### config.mk
export PLATFORM = sky130hd
export DESIGN_NAME = multi_circular_deque_unit
export DESIGN_NICKNAME = d
export VERILOG_FILES = /design/src/rtl/core/mcdq_pkg.sv /design/src/rtl/core/multi_circular_deque_unit.sv
export SDC_FILE = /design/constraint.sdc
export NUM_CORES = 1
export LEC_CHECK = 0
export BUFFER_PORTS_ARGS = -buffer_cell sky130_fd_sc_hd__buf_2
export CAP_MARGIN = 20
export CELL_PAD_IN_SITES_DETAIL_PLACEMENT = 1
export CELL_PAD_IN_SITES_GLOBAL_PLACEMENT = 2
export CORE_MARGIN = 2
export CORE_UTILIZATION = 35
export DETAILED_ROUTE_END_ITERATION = 8
export PLACE_DENSITY = 0.7
export SLEW_MARGIN = 20
export SYNTH_ARGS = -nofsm -noshare
export SYNTH_HDL_FRONTEND = slang
export SYNTH_SLANG_ARGS = --single-unit
export TNS_END_PERCENT = 1
### constraint.sdc
create_clock -name clk -period 5.9 [get_ports clk]
set_input_delay 1.18 -clock clk [delete_from_list [all_inputs] [get_ports clk]]
set_output_delay 1.18 -clock clk [all_outputs]
set_load 0.02 [all_outputs]
### src/rtl/core/mcdq_pkg.sv
// Shared codes, widths and types of the multi circular deque unit.
package mcdq_pkg;

  localparam int OP_W    = 3;
  localparam int SEL_W   = 2;
  localparam int WORD_W  = 32;
  localparam int INDEX_W = 3;

  typedef enum logic [OP_W-1:0] {
    OP_PUSH_BACK  = 3'd0,
    OP_POP_FRONT  = 3'd1,
    OP_PUSH_FRONT = 3'd2,
    OP_POP_BACK   = 3'd3,
    OP_DUMP       = 3'd4
  } op_t;

  typedef enum logic [1:0] {
    ST_IDLE = 2'b01,
    ST_DUMP = 2'b10
  } state_t;

endpackage

### src/rtl/core/multi_circular_deque_unit.sv
// Multi circular deque unit: several deques sharing one entry memory.
//
// Use:
//   Commands enter on start/operation/queue_select/value and are taken at a
//   clock edge where start is high and busy is low. Results leave on the
//   result ports, one beat per cycle marked by strobe; the receiver must take
//   every beat, there is no back-pressure on the result side.
// Command flow:
//   Push front/back and pop front/back give no beat; busy stays low so a
//   new command can follow in the next cycle.
//   A dump keeps busy high while it reads the deque's entries from the entry
//   memory, one read per cycle, and then gives the closing beat (last, head
//   and tail pointers) in the cycle after the final entry beat; the next
//   command is taken once busy falls again.
// Reset:
//   rst clears every head, tail and full flag and returns the sequencer to
//   idle. The entry memory is not cleared; entries are only listed once they
//   have been written, so no clearing pass is needed.
module multi_circular_deque_unit
  import mcdq_pkg::*;
#(
  parameter int DEPTH      = 8,
  parameter int NUM_QUEUES = 3,
  parameter int DATA_WIDTH = 32
) (
  input  logic                      clk,
  input  logic                      rst,
  input  logic                      start,
  output logic                      busy,
  input  logic [OP_W-1:0]           operation,
  input  logic [SEL_W-1:0]          queue_select,
  input  logic signed [WORD_W-1:0]  value,
  output logic                      strobe,
  output logic signed [WORD_W-1:0]  element_value,
  output logic                      element_valid,
  output logic [INDEX_W-1:0]        head_index,
  output logic [INDEX_W-1:0]        tail_index,
  output logic                      last
);

  // Pointer, count, queue and memory address widths.
  localparam int PW  = $clog2(DEPTH);
  localparam int CW  = PW + 1;
  localparam int QW  = (NUM_QUEUES > 1) ? $clog2(NUM_QUEUES) : 1;
  localparam int ENTRIES = NUM_QUEUES * DEPTH;
  localparam int AW  = (ENTRIES > 1) ? $clog2(ENTRIES) : 1;

  function automatic logic [PW-1:0] ptr_inc(input logic [PW-1:0] p);
    ptr_inc = (p == PW'(DEPTH - 1)) ? '0 : p + 1'b1;
  endfunction

  function automatic logic [PW-1:0] ptr_dec(input logic [PW-1:0] p);
    ptr_dec = (p == '0) ? PW'(DEPTH - 1) : p - 1'b1;
  endfunction

  function automatic logic [AW-1:0] entry_addr(input logic [QW-1:0] q,
                                               input logic [PW-1:0] p);
    entry_addr = AW'(int'(q) * DEPTH + int'(p));
  endfunction

  // Per-queue control state.
  logic [PW-1:0] head [NUM_QUEUES];
  logic [PW-1:0] tail [NUM_QUEUES];
  logic          full [NUM_QUEUES];

  // Entry memory, one write and one registered read port.
  logic [DATA_WIDTH-1:0] mem [ENTRIES];
  logic [DATA_WIDTH-1:0] rd_data;

  state_t        state;
  logic [QW-1:0] dq;          // queue being dumped
  logic [PW-1:0] didx;        // next entry to read
  logic [CW-1:0] remain;      // entries still to read
  logic [PW-1:0] dh, dt;      // pointers captured for the closing beat
  logic          ent_pend;    // rd_data holds a listed entry this cycle
  logic          fin_pend;    // closing beat this cycle

  // Command decode.
  logic          accept;
  logic          q_ok;
  logic [QW-1:0] qs;
  logic [PW-1:0] ch, ct, ch_dec, ct_inc;
  logic          cfull, cempty;
  logic [CW-1:0] ccount;

  logic                  wr_en;
  logic [AW-1:0]         wr_addr;
  logic [DATA_WIDTH-1:0] wr_data;
  logic                  rd_en;
  logic [63:0]           value_ext;

  assign accept = start && !busy;
  assign q_ok   = int'(queue_select) < NUM_QUEUES;
  assign qs     = QW'(queue_select);
  assign ch     = head[qs];
  assign ct     = tail[qs];
  assign cfull  = full[qs];
  assign cempty = (ch == ct) && !cfull;
  assign ch_dec = ptr_dec(ch);
  assign ct_inc = ptr_inc(ct);

  // Fill level: a full deque lists every entry.
  always_comb begin
    if (cfull) begin
      ccount = CW'(DEPTH);
    end else if (ct >= ch) begin
      ccount = CW'(ct) - CW'(ch);
    end else begin
      ccount = CW'(ct) + CW'(DEPTH) - CW'(ch);
    end
  end

  assign value_ext = {32'b0, value};
  assign wr_data   = value_ext[DATA_WIDTH-1:0];

  always_comb begin
    wr_en   = 1'b0;
    wr_addr = entry_addr(qs, ct);
    if (accept && q_ok && !cfull) begin
      case (operation)
        OP_PUSH_BACK: begin
          wr_en   = 1'b1;
          wr_addr = entry_addr(qs, ct);
        end
        OP_PUSH_FRONT: begin
          wr_en   = 1'b1;
          wr_addr = entry_addr(qs, ch_dec);
        end
        default: wr_en = 1'b0;
      endcase
    end
  end

  assign rd_en = (state == ST_DUMP) && (remain != '0);

  always_ff @(posedge clk) begin
    if (wr_en) begin
      mem[wr_addr] <= wr_data;
    end
  end

  always_ff @(posedge clk) begin
    if (rd_en) begin
      rd_data <= mem[entry_addr(dq, didx)];
    end
  end

  // Pointer updates.
  always_ff @(posedge clk) begin
    if (rst) begin
      for (int i = 0; i < NUM_QUEUES; i++) begin
        head[i] <= '0;
        tail[i] <= '0;
        full[i] <= 1'b0;
      end
    end else if (accept && q_ok) begin
      case (operation)
        OP_PUSH_BACK: begin
          if (!cfull) begin
            tail[qs] <= ct_inc;
            if (ct_inc == ch) full[qs] <= 1'b1;
          end
        end
        OP_POP_FRONT: begin
          if (!cempty) begin
            head[qs] <= ptr_inc(ch);
            full[qs] <= 1'b0;
          end
        end
        OP_PUSH_FRONT: begin
          if (!cfull) begin
            head[qs] <= ch_dec;
            if (ch_dec == ct) full[qs] <= 1'b1;
          end
        end
        OP_POP_BACK: begin
          if (!cempty) begin
            tail[qs] <= ptr_dec(ct);
            full[qs] <= 1'b0;
          end
        end
        default: ;
      endcase
    end
  end

  // Dump sequencer: one memory read per cycle, then the closing beat.
  always_ff @(posedge clk) begin
    if (rst) begin
      state    <= ST_IDLE;
      ent_pend <= 1'b0;
      fin_pend <= 1'b0;
    end else begin
      ent_pend <= 1'b0;
      fin_pend <= 1'b0;
      case (state)
        ST_IDLE: begin
          if (accept && q_ok && (operation == OP_DUMP)) begin
            state <= ST_DUMP;
          end
        end
        ST_DUMP: begin
          if (remain != '0) begin
            ent_pend <= 1'b1;
          end else begin
            fin_pend <= 1'b1;
            state    <= ST_IDLE;
          end
        end
        default: state <= ST_IDLE;
      endcase
    end
  end

  // Dump payload registers.
  always_ff @(posedge clk) begin
    if (accept && q_ok && (operation == OP_DUMP)) begin
      dq     <= qs;
      didx   <= ch;
      remain <= ccount;
      dh     <= ch;
      dt     <= ct;
    end else if (rd_en) begin
      didx   <= ptr_inc(didx);
      remain <= remain - 1'b1;
    end
  end

  assign busy = (state != ST_IDLE);

  // Result beat.
  logic signed [63:0]   rd_ext;
  logic [PW+INDEX_W-1:0] dh_ext, dt_ext;

  assign rd_ext = 64'(signed'(rd_data));
  assign dh_ext = {{INDEX_W{1'b0}}, dh};
  assign dt_ext = {{INDEX_W{1'b0}}, dt};

  assign strobe        = ent_pend | fin_pend;
  assign element_valid = ent_pend;
  assign last          = fin_pend;
  assign element_value = ent_pend ? rd_ext[WORD_W-1:0] : '0;
  assign head_index    = fin_pend ? dh_ext[INDEX_W-1:0] : '0;
  assign tail_index    = fin_pend ? dt_ext[INDEX_W-1:0] : '0;

endmodule

---- After elaboration in Yosys (flattened, before gate mapping) ----
Memories as Yosys holds them, arrays and structs flattened. A register that Yosys moved wholly into a read port is not among the register bits.
Cells that the tools add are included.
storage, ports and cells
  bits in registers ....................... 19
  memory bits (writable) .................. 789
  input port bits ......................... 40
  output and inout port bits .............. 42
  word-level logic and storage cells ...... 138
  memories kept ........................... 4
cells by class
  $add $sub $neg .......................... 12
  order comparisons ....................... 2
  equality and inequality tests ........... 15
  multiplexer cells ....................... 71
  bitwise logic cells ..................... 7
  reduce and logical (&&, ||, !) cells .... 19
memory list
  memory  depth  width  rd ports  clocked after memory_dff  wr ports  line                             source
  mem     24     32     1         1                         1         multi_circular_deque_unit.sv:67  logic [DATA_WIDTH-1:0] mem [ENTRIES];
  head    3      3      1         0                         3         multi_circular_deque_unit.sv:62  logic [PW-1:0] head [NUM_QUEUES];
  tail    3      3      1         0                         3         multi_circular_deque_unit.sv:63  logic [PW-1:0] tail [NUM_QUEUES];
  full    3      1      1         0                         3         multi_circular_deque_unit.sv:64  logic full [NUM_QUEUES];
operators by type and width
  operator             count
  $mux 1               45
  $mux 3               13
  $mux 32              1
  $mux 4               4
  $add 5x3->5          3
  $eq 3x3->1 const B   4
  $mux 2               5
  $mux 5               2
  $add 3x1->3 const B  3
  $eq 3x3->1           3
  $logic_not 3->1      3
  $eq 3x2->1 const B   2
  $logic_and 1x1->1    6
  $or 1x1->1           6
  $reduce_or 3->1      2
  $sub 3x1->3 const B  2
  $add 3x4->4 const B  1
  $ne 2x2->1 const B   2
  $pmux 2 s2           1
  $reduce_bool 4->1    1
  $reduce_or 2->1      2
  $sub 3x3->4          1
  $sub 4x1->4 const B  1
  $sub 4x3->4          1
  other kinds (11)     12

---- Logic depth before layout (Yosys ltp) ----
Gate-level depths: netlist of the first run.
An unclocked memory read counts as a cell.
  depth after elaboration ................. 15
  gate-level depth with buffers ........... 12
  depth with buffers taken out ............ 10

---- Least setup slack after synthesis of the first run ----
Ideal clock, no wire load.
  path type ............................... input to register
  from .................................... input queue_select[0]
  to ...................................... memory mem[15][0] (enable)
  library setup time ...................... 0.468 ns
  arrival ................................. 5.303 ns
  required time ........................... 5.432 ns
  setup slack ............................. 0.129 ns
  cell stages on the path ................. 9
  buffers on the path ..................... 2
  cells stage by stage .................... buf_6 > buf_6 > mux4_2 > inv_1 > ha_1 > nand2b_1 > o32ai_1 > nand2_1 > nor3b_1
on the way
  longest elaborated chain between the ends .. 6
  elaborated cells on any way between the ends .. 17
  classes of those cells .................. add/sub: 3; order compare: 1; mux: 6; reduce/logical: 4; memory: 3
RTL lines
  element                                         line                              source
  start: declaration                              multi_circular_deque_unit.sv:31   input logic [SEL_W-1:0] queue_select,
  $mem_v2 3x3 *                                   --
  named net ch[1]                                 multi_circular_deque_unit.sv:82   logic [PW-1:0] ch, ct, ch_dec, ct_inc;
  $sub 3x1->3 or $logic_not 3->1 (tied branches)  multi_circular_deque_unit.sv:53   ptr_dec = (p == '0) ? PW'(DEPTH - 1) : p - 1'b1;
  $mux 3 *                                        multi_circular_deque_unit.sv:53
  $add 5x3->5 *                                   multi_circular_deque_unit.sv:58   entry_addr = AW'(int'(q) * DEPTH + int'(p));
  $mux 5 *                                        --
  $mux 5 *                                        multi_circular_deque_unit.sv:119  if (accept && q_ok && !cfull) begin
  end: declaration                                multi_circular_deque_unit.sv:67
The timed path passes the listed nets; every way through them passes the cells marked *.

---- Final worst setup path of the first run ----
  from .................................... input queue_select[0]
  to ...................................... memory mem[23][11] (enable)
Same word-level chain as after synthesis.

==> impl_metrics.json, run 1 <==
{
  "irDropWorstVdd_mv": 0.218,
  "max_freq_ghz": 0.251,
  "grt_overflow": 0,
  "start_util_pct": 35.4,
  "fin_setup_tns_ns": 0,
  "yosysMostFrequentCell": "edfxtp_1",
  "drive_above_1_share_pct": 30.6,
  "grtUsageMet3_pct": 2.79,
  "synthArstFlopShare_pct": 0,
  "cp-end-kind": "flop",
  "worstSetupPathType": "in -> reg",
  "yosysTopAreaCellShare_pct": 76.5,
  "holdPathEnd": "last",
  "slew_viol_final": 0,
  "crit_arrival_ns": 4.25,
  "critPathLaunchType": "input port",
  "first_global_vias": 16200,
  "place_congestion": 0.747,
  "drt-wirelength-per-cell_um": 25.7,
  "r2r_start": "head[3][1]",
  "worstHoldPathType": "reg -> reg",
  "io_buffers": 81,
  "num_io_pins": 82,
  "worst_pin_slew_ns": 1.19,
  "use_met2_pct": 23.5,
  "grtUsageTotal_pct": 15.6,
  "dr.pass1.iters": 5,
  "ys_top_cells_by_area": "edfxtp_1 (77%), mux4_2 (16%), mux2i_1 (1.1%), and2_1 (0.76%), nor2_1 (0.69%)",
  "ys_warn_count": 0,
  "cap_violations": 0,
  "htreeDepth": 3,
  "hold_depth": 2,
  "cts_root_buf": "clkbuf_16",
  "ant_nets": 0,
  "met1_usage_pct": 23.4,
  "hp-start": "state[1]",
  "powerDensity_nw_per_um2": 331,
  "vias": 15200,
  "synth-seq-cells": 847,
  "finalCriticalPeriod_ns": 3.98,
  "required_ns": 6.17,
  "cp_slowest_cell": "mux4_2",
  "place_hpwl_mm": 45.2,
  "die-area_um2": 97000,
  "ys.flop_type": "edfxtp_1",
  "ys_top_cells_by_count": "edfxtp_1 (843), mux4_2 (231), nor2_1 (61), a21oi_1 (42), and2_1 (40)",
  "synth_area_um2": 33100,
  "finalCritPeriodShare_pct": 67.4,
  "antenna_found_initial": 2,
  "cp_max_fo": 32,
  "avgSynthCellArea_um2": 22.3,
  "synth_edf_count": 843,
  "clk_path_buf_depth": 3,
  "hold_ws_ns": 0.592,
  "rows": 112,
  "rr_endpoint": "mem[23][11]",
  "die_y_um": 311,
  "critPathBufInv": 3,
  "synth_top_area_cell": "edfxtp_1",
  "critPathMaxStageDelay_ns": 0.65,
  "drc": 0,
  "yosysSeqAreaShare_pct": 76.8,
  "worst_r2r_path_depth": 8,
  "core_um2": 93500,
  "drtIter0Drc": 1369,
  "vias_per_cell": 5.16,
  "synthCells": 1481,
  "synth.distinct_cells": 49,
  "setup_viol": 0,
  "finalNetCount": 1671,
  "grt_pass1_wl_mm": 111,
  "status": "completed",
  "die_w_um": 311,
  "hold_buffers": 0,
  "cts_tree": "yes",
  "cts.repair.resized": 0,
  "grt_max_degree": 166,
  "r2r_slack_ns": 2.50,
  "cts_setup_buffers": 0,
  "crit_chain": "buf_2, mux4_2, inv_1, ha_1, nor2_1, mux2i_1, a31o_2, nor3b_2, buf_4",
  "top_usage_layer": "met2",
  "clock_latency_ns": 0.64,
  "maxSlewHeadroom_pct": 20.9,
  "final_hold_viol_count": 0,
  "skew_ns": 0.0197,
  "clock_sinks": 847,
  "routed_wl_mm": 75.4,
  "clk_pin_slew_ns": 0.06,
  "cellLeakagePower_nw": 12.1,
  "cts_buffers": 85,
  "cpLargestDelayFamily": "buffers and inverters",
  "rsz0062_at_grt": "no",
  "syn2layout_area_growth_pct": 15.1
}
==> routing by layer <==
layer | up-vias | wire length (um)
met2 | 448 | 34500
met1 | 8194 | 34800
met4 | 2 | 1300
li1 | 6434 | -
met5 | - | 12
met3 | 95 | 4710
==> layout make-up <==
| cell class | count | area (um2) |
|---|---|---|
| inverters | 22 | 82.6 |
| diodes | 1 | 2.50 |
| clock buffers | 96 | 2190 |
| flip-flops and latches | 847 | 25400 |
| repair buffers | 116 | 706 |
| multi-input cells | 543 | 7400 |
| well taps | 1254 | 1570 |
| fillers | 8773 | 55400 |
| clock inverters | 59 | 714 |
==> logic make-up after synthesis <==
kind of cell / after synthesis / synth area share [%]
compound gates: 64 / 1.13
xor+xnor: 10 / 0.265
fa+ha+maj: 16 / 0.651
buf+inv: 97 / 1.35
flops: 847 / 76.8
mux: 269 / 16.9
other cells: 1 / 0.0113
simple gates: 177 / 2.94
==> sequential cells by signal (all words and copies together), names as in the netlist, 3 cells and up <==
name / count
dh: 3
didx: 3
dt: 3
full: 4
head: 12
mem: 768
rd_data: 32
remain: 4
tail: 12
==> cells in the final DEF, fill, tap and decap left out, types with 13 or more instances in the layout <==
cell and count:
clkinv_2 15, edfxtp_1 843, clkbuf_16 86, mux2i_1 35, and2_1 40, buf_2 81, buf_4 32, a21oi_1 41
clkinv_1 17, bufinv_16 14, nor2_1 61, ha_1 14, nand2_1 13, mux4_2 231, inv_1 22
==> where the power goes <==
| part | switching, mW | internal (mW) |
|---|---|---|
| combinational | 0.259 | 0.114 |
| sequential | 0.00650 | 6.64 |
| clock | 2.29 | 3.30 |
| total | 2.55 | 10.1 |
==> tightest hold or removal path, delay by kind of cell (launching register included) <==
family           cells  cell delay (ns)
DFF                  1             0.34
and+or+nand+nor      2             0.21
==> through the flow <==
| step | area (um2) | setup slack (ns) | util (%) | std cells | power, mW |
|---|---|---|---|---|---|
| after global routing | 38100 | 1.72 | 40.7 | 2937 | 13.0 |
| final | 38100 | 1.92 | 40.7 | 2938 | 12.6 |
| after floorplan | 33100 | 0.129 | - | 1487 | 6.97 |
| after detailed placement | 35200 | 1.26 | 37.6 | 2782 | 7.15 |
| after global placement | 35200 | 1.34 | 37.6 | 2782 | 7.13 |
| after CTS | 38100 | 1.92 | 40.7 | 2937 | 12.7 |
==> how the worst max path moves through the flow <==
stage / from / endpoint / depth (start not counted)
2_1_floorplan: queue_select[0] / mem[15][0] / 9
3_3_place_gp: queue_select[0] / mem[21][15] / 9
3_5_place_dp: queue_select[0] / mem[21][15] / 9
4_1_cts: queue_select[0] / mem[23][24] / 9
5_1_grt: queue_select[0] / mem[21][25] / 9
6_report: queue_select[0] / mem[23][11] / 9
Note: power is estimated with default switching activity, not from simulation.
==> run 2: changes to the inputs <==
--- a/config.mk
+++ b/config.mk
@@ -12,7 +12,7 @@
 export CORE_MARGIN = 2
 export CORE_UTILIZATION = 35
 export DETAILED_ROUTE_END_ITERATION = 8
-export PLACE_DENSITY = 0.7
+export PLACE_DENSITY = 0.68
 export SLEW_MARGIN = 20
 export SYNTH_ARGS = -nofsm -noshare
 export SYNTH_HDL_FRONTEND = slang
==> constraint.sdc (replaced) <==
create_clock -name clk -period 4 [get_ports clk]
set_input_delay 0.8 -clock clk [delete_from_list [all_inputs] [get_ports clk]]
set_output_delay 0.8 -clock clk [all_outputs]
set_load 0.02 [all_outputs]
==> run 2 against run 1 <==
Net effect: combinational power up 54%; wire length grew 4.0%; sequential share of layout area is 0.99 points lower; sequential power grew 48%; largest power group unchanged.
==> impl_metrics.json, run 2 (same netlist as run 1, synthesis figures left out) <==
{
  "clock_latency_ns": 0.64,
  "fin_setup_tns_ns": 0,
  "status": "completed",
  "ant_nets": 0,
  "die_y_um": 311,
  "crit_chain": "buf_2, buf_4, mux4_2, inv_1, ha_1, nand3_1, o21ai_0, nor3_1, o21ai_0, nand2b_1",
  "vias_per_cell": 5.15,
  "dr.pass1.iters": 5,
  "finalCriticalPeriod_ns": 3.20,
  "final_hold_viol_count": 0,
  "crit_arrival_ns": 3.53,
  "syn2layout_area_growth_pct": 16.8,
  "worst_pin_slew_ns": 1.08,
  "clock_sinks": 847,
  "io_buffers": 81,
  "irDropWorstVdd_mv": 0.346,
  "drt-wirelength-per-cell_um": 26.4,
  "place_congestion": 0.741,
  "post-place-ws_ns": 0.136,
  "p_sw_share_pct": 20.7,
  "ff_latch_area_um2": 25400,
  "antenna_found_initial": 2,
  "final_common_cell": "edfxtp_1",
  "cts_tree": "yes",
  "cp_slowest_cell": "mux4_2",
  "fillers": 8757,
  "worstHoldPathType": "in -> reg",
  "regMostFlops": "mem",
  "worstSetupPathType": "in -> reg",
  "cts_setup_buffers": 0,
  "die_w_um": 311,
  "rows": 112,
  "seq_power_share_pct": 54.7,
  "critPathBufInv": 3,
  "cts_buffers": 88,
  "setup_viol": 0,
  "max_freq_ghz": 0.313,
  "largest_reg_flops": 768,
  "critPathLaunchType": "input port",
  "combPwrFrac_pct": 3.2,
  "top_regs": "mem: 768 flops, rd_data: 32 flops",
  "grt_overflow": 0,
  "htreeDepth": 3,
  "clk_path_buf_depth": 3,
  "multi_input_area_um2": 7550,
  "cp_common_cell": "o21ai_0",
  "hold_ws_ns": 0.487,
  "required_ns": 4.33,
  "maxSlewHeadroom_pct": 27.7,
  "vias": 15300,
  "routed_wl_mm": 78.4,
  "start_util_pct": 35.4,
  "die-area_um2": 97000,
  "finalCritPeriodShare_pct": 79.9,
  "critPathMaxStageDelay_ns": 0.62,
  "num_io_pins": 82,
  "cp-end-kind": "flop",
  "cp_max_fo": 10,
  "clockPowerShare_pct": 42.1,
  "cpLargestDelayFamily": "simple AND/OR/NAND/NOR gates",
  "drtIter0Drc": 1249,
  "clk_pin_slew_ns": 0.05,
  "drc": 0,
  "power.internal_mw": 14.2,
  "drive_above_1_share_pct": 31.3,
  "hold_buffers": 0,
  "cap_violations": 0,
  "place_hpwl_mm": 45.4,
  "dp.cells": 2818,
  "slew_viol_final": 0,
  "setup_ws_ns": 0.804,
  "cts.repair.resized": 0,
  "grt_max_degree": 66,
  "powerDensity_nw_per_um2": 464,
  "grt_pass1_wl_mm": 117,
  "antenna_cells": 0,
  "total_power_mw": 17.9,
  "finalNetCount": 1710,
  "core_um2": 93500,
  "grtUsageTotal_pct": 16.4,
  "cellLeakagePower_nw": 12.4,
  "switchingPower_mw": 3.71,
  "first_global_vias": 17000,
  "cts_root_buf": "clkbuf_16",
  "rsz0062_at_grt": "no",
  "layout_common_cells": "edfxtp_1 (843), mux4_2 (231), clkbuf_16 (89), buf_2 (81), nor2_1 (61)",
  "final_cells": 2971,
  "skew_ns": 0.0247
}
[run 2: power groups by stage]
stage / registers, mW / logic, mW / clock network (mW)
2_1_floorplan: 9.98 / 0.296 / 0
3_3_place_gp: 9.99 / 0.566 / 0
3_5_place_dp: 9.99 / 0.585 / 0
4_1_cts: 9.80 / 0.587 / 7.74
5_1_grt: 9.80 / 0.631 / 8.02
6_report: 9.80 / 0.574 / 7.54
[run 2: cell type report]
type                    instances  share of cell area, %
clock inverters                48                  0.845
clock buffers                 105                   5.92
multi-input cells             543                   19.5
flip-flops and latches        847                   65.7
inverters                      22                  0.214
repair buffers                152                   3.68
well taps                    1254                   4.06
[run 2: final timing paths]
path | startpoint | endpoint | slack (ns) | cells after the start
setup reg to reg | state[1] | mem[8][16] | 0.83 | 6
hold / removal | queue_select[1] | dq[1] | 0.49 | 1
hold reg to reg | state[1] | last | 0.57 | 2
setup / recovery | queue_select[0] | head[0][0] | 0.80 | 10
[run 2: routing by layer]
metal	vias to the layer above	routed length (um)	track usage, %
met5	-	13	0
met4	2	1710	4.64
met3	107	3470	2.81
met1	8331	33200	21.6
li1	6513	-	-
met2	355	40000	27.8
[run 2: per-stage QoR]
stage,instance area (um2),utilization [%]
after floorplan,33200,-
after global placement,36000,38.5
after detailed placement,36000,38.5
after CTS,38600,41.3
after global routing,38600,41.3
final,38600,41.3
==> run 3: changes to the inputs <==
==> constraint.sdc (replaced) <==
create_clock -name clk -period 3.3 [get_ports clk]
set_input_delay 0.66 -clock clk [delete_from_list [all_inputs] [get_ports clk]]
set_output_delay 0.66 -clock clk [all_outputs]
set_load 0.02 [all_outputs]
==> run 3 against run 2 <==
Net effect: global-route usage increased by 0.77 points; sequential cell count unchanged; clock skew increased by 0.0031 ns; cell count increased by 2.2%; sequential power increased by 21%; total power increased by 26%; register-to-register slack got worse by 0.56 ns; utilization increased by 1.0 points; sequential share of layout area decreased by 1.6 points; hold slack got worse by 0.088 ns; wire length increased by 4.4%; critical path type is now reg -> reg; largest power group unchanged.
==> impl_metrics.json, run 3 (same netlist as run 1, synthesis figures left out) <==
{
  "status": "completed",
  "cellLeakagePower_nw": 12.9,
  "cpLargestDelayFamily": "simple AND/OR/NAND/NOR gates",
  "clockPowerShare_pct": 43.8,
  "place_hpwl_mm": 52.3,
  "worst_pin_slew_ns": 0.976,
  "rows": 112,
  "required_ns": 3.64,
  "clk_path_buf_depth": 3,
  "drt-wirelength-per-cell_um": 26.9,
  "regMostFlops": "mem",
  "final_hold_viol_count": 0,
  "die-area_um2": 97000,
  "hp-start": "rst",
  "critPathMaxStageDelay_ns": 0.61,
  "ant_nets": 0,
  "hold_buffers": 0,
  "drc": 0,
  "vias": 15500,
  "clk_pin_slew_ns": 0.06,
  "die_w_um": 311,
  "clock_latency_ns": 0.66,
  "finalCritPeriodShare_pct": 91.9,
  "cp_max_fo": 18,
  "combPwrFrac_pct": 3.5,
  "syn2layout_area_growth_pct": 19.6,
  "place_area_um2": 36700,
  "largest_reg_flops": 768,
  "cts_tree": "yes",
  "start_util_pct": 35.4,
  "crit_arrival_ns": 3.38,
  "num_io_pins": 82,
  "clock_sinks": 847,
  "cp_slowest_cell": "or4bb_1",
  "antenna_found_initial": 1,
  "setup_viol": 0,
  "final_area_um2": 39600,
  "final_common_cell": "edfxtp_1",
  "slew_viol_final": 0,
  "holdPathEnd": "element_valid",
  "finalCriticalPeriod_ns": 3.03,
  "place_congestion": 0.798,
  "grt_overflow": 0,
  "grt_pass1_wl_mm": 122,
  "fillers": 8742,
  "powerDensity_nw_per_um2": 570,
  "p_sw_share_pct": 21.0,
  "drtIter0Drc": 1234,
  "power.internal_mw": 17.8,
  "grtUsageTotal_pct": 17.1,
  "skew_ns": 0.0278,
  "top_regs": "mem: 768 flops, rd_data: 32 flops",
  "cts_root_buf": "clkbuf_16",
  "seq_power_share_pct": 52.7,
  "vias_per_cell": 5.11,
  "max_freq_ghz": 0.330,
  "finalNetCount": 1769,
  "cts_buffers": 90,
  "die_y_um": 311,
  "critPathLaunchType": "flop",
  "routed_wl_mm": 81.8,
  "maxSlewHeadroom_pct": 35.0,
  "dr.pass1.iters": 5,
  "critPathBufInv": 2,
  "cap_violations": 0,
  "rsz0062_at_grt": "no",
  "grt_max_degree": 43,
  "worst_r2r_path_depth": 7,
  "worstHoldPathType": "in -> reg",
  "cts_setup_buffers": 0,
  "r2r_slack_ns": 0.27,
  "fin_setup_tns_ns": 0,
  "htreeDepth": 3,
  "cp-end-kind": "flop",
  "rr_endpoint": "mem[3][11]",
  "irDropWorstVdd_mv": 0.431,
  "hold_depth": 2,
  "total_power_mw": 22.5,
  "core_um2": 93500,
  "worstSetupPathType": "reg -> reg",
  "drive_above_1_share_pct": 34.2,
  "cts.repair.resized": 0,
  "switchingPower_mw": 4.72,
  "crit_chain": "or4bb_1, nor4_4, a21oi_1, a31o_2, buf_4, nor3_4, buf_12",
  "io_buffers": 81,
  "r2r_start": "state[1]",
  "first_global_vias": 17000,
  "layout_common_cells": "edfxtp_1 (843), mux4_2 (231), clkbuf_16 (91), buf_2 (81), buf_4 (74)"
}
run 3: worst max-delay path by stage:
| stage | from | end | slack [ns] | depth (start not counted) |
|---|---|---|---|---|
| final | state[1] | mem[3][11] | 0.27 | 7 |
| after global routing | state[1] | mem[3][11] | 0.14 | 7 |
| after CTS | state[1] | mem[3][11] | 0.26 | 7 |
| after detailed placement | queue_select[0] | mem[3][9] | -0.11 | 9 |
| after global placement | queue_select[0] | mem[3][10] | -0.12 | 9 |
| after floorplan | queue_select[0] | mem[14][0] | -0.40 | 10 |
run 3: layer usage:
layer  GRT usage (%)  vias to the layer above  routed length, um
li1                -                     6657                  -
met1            22.5                     8360              34200
met2            29.4                      397              42200
met3            2.66                      102               3670
met4            4.96                        2               1760
met5               0                        -                 15
run 3: area by class of cell:
type                    instances  area, um2  share of cell area, %
clock buffers                 114       2360                   5.97
well taps                    1254       1570                   3.97
diodes                          1       2.50                0.00632
clock inverters                47        488                   1.23
flip-flops and latches        847      25400                   64.2
inverters                      22       85.1                  0.215
repair buffers                209       2040                   5.16
multi-input cells             543       7620                   19.3
run 3: worst register-to-register path: cells and delay by family (launching register included):
kind,cells,cell delay [ns]
compound gates,2,0.51
simple gates,3,1.34
flops,1,0.35
buf+inv,2,0.52
run 3: power groups by stage:
stage	combinational (mW)	sequential (mW)	clock [mW]
after CTS	0.811	11.9	10.1
after global placement	0.786	12.1	0
after global routing	0.863	11.9	10.5
after floorplan	0.398	12.1	0
final	0.790	11.9	9.86
after detailed placement	0.807	12.1	0
run 3: metrics by stage:
step | cells | hold WS, ns | worst slack (ns) | utilization [%]
after floorplan | 1487 | 0.457 | -0.401 | -
after global placement | 2875 | 0.570 | -0.115 | 39.3
after detailed placement | 2875 | 0.588 | -0.114 | 39.3
after CTS | 3036 | 0.364 | 0.261 | 42.3
after global routing | 3036 | 0.408 | 0.141 | 42.3
final | 3037 | 0.399 | 0.268 | 42.3
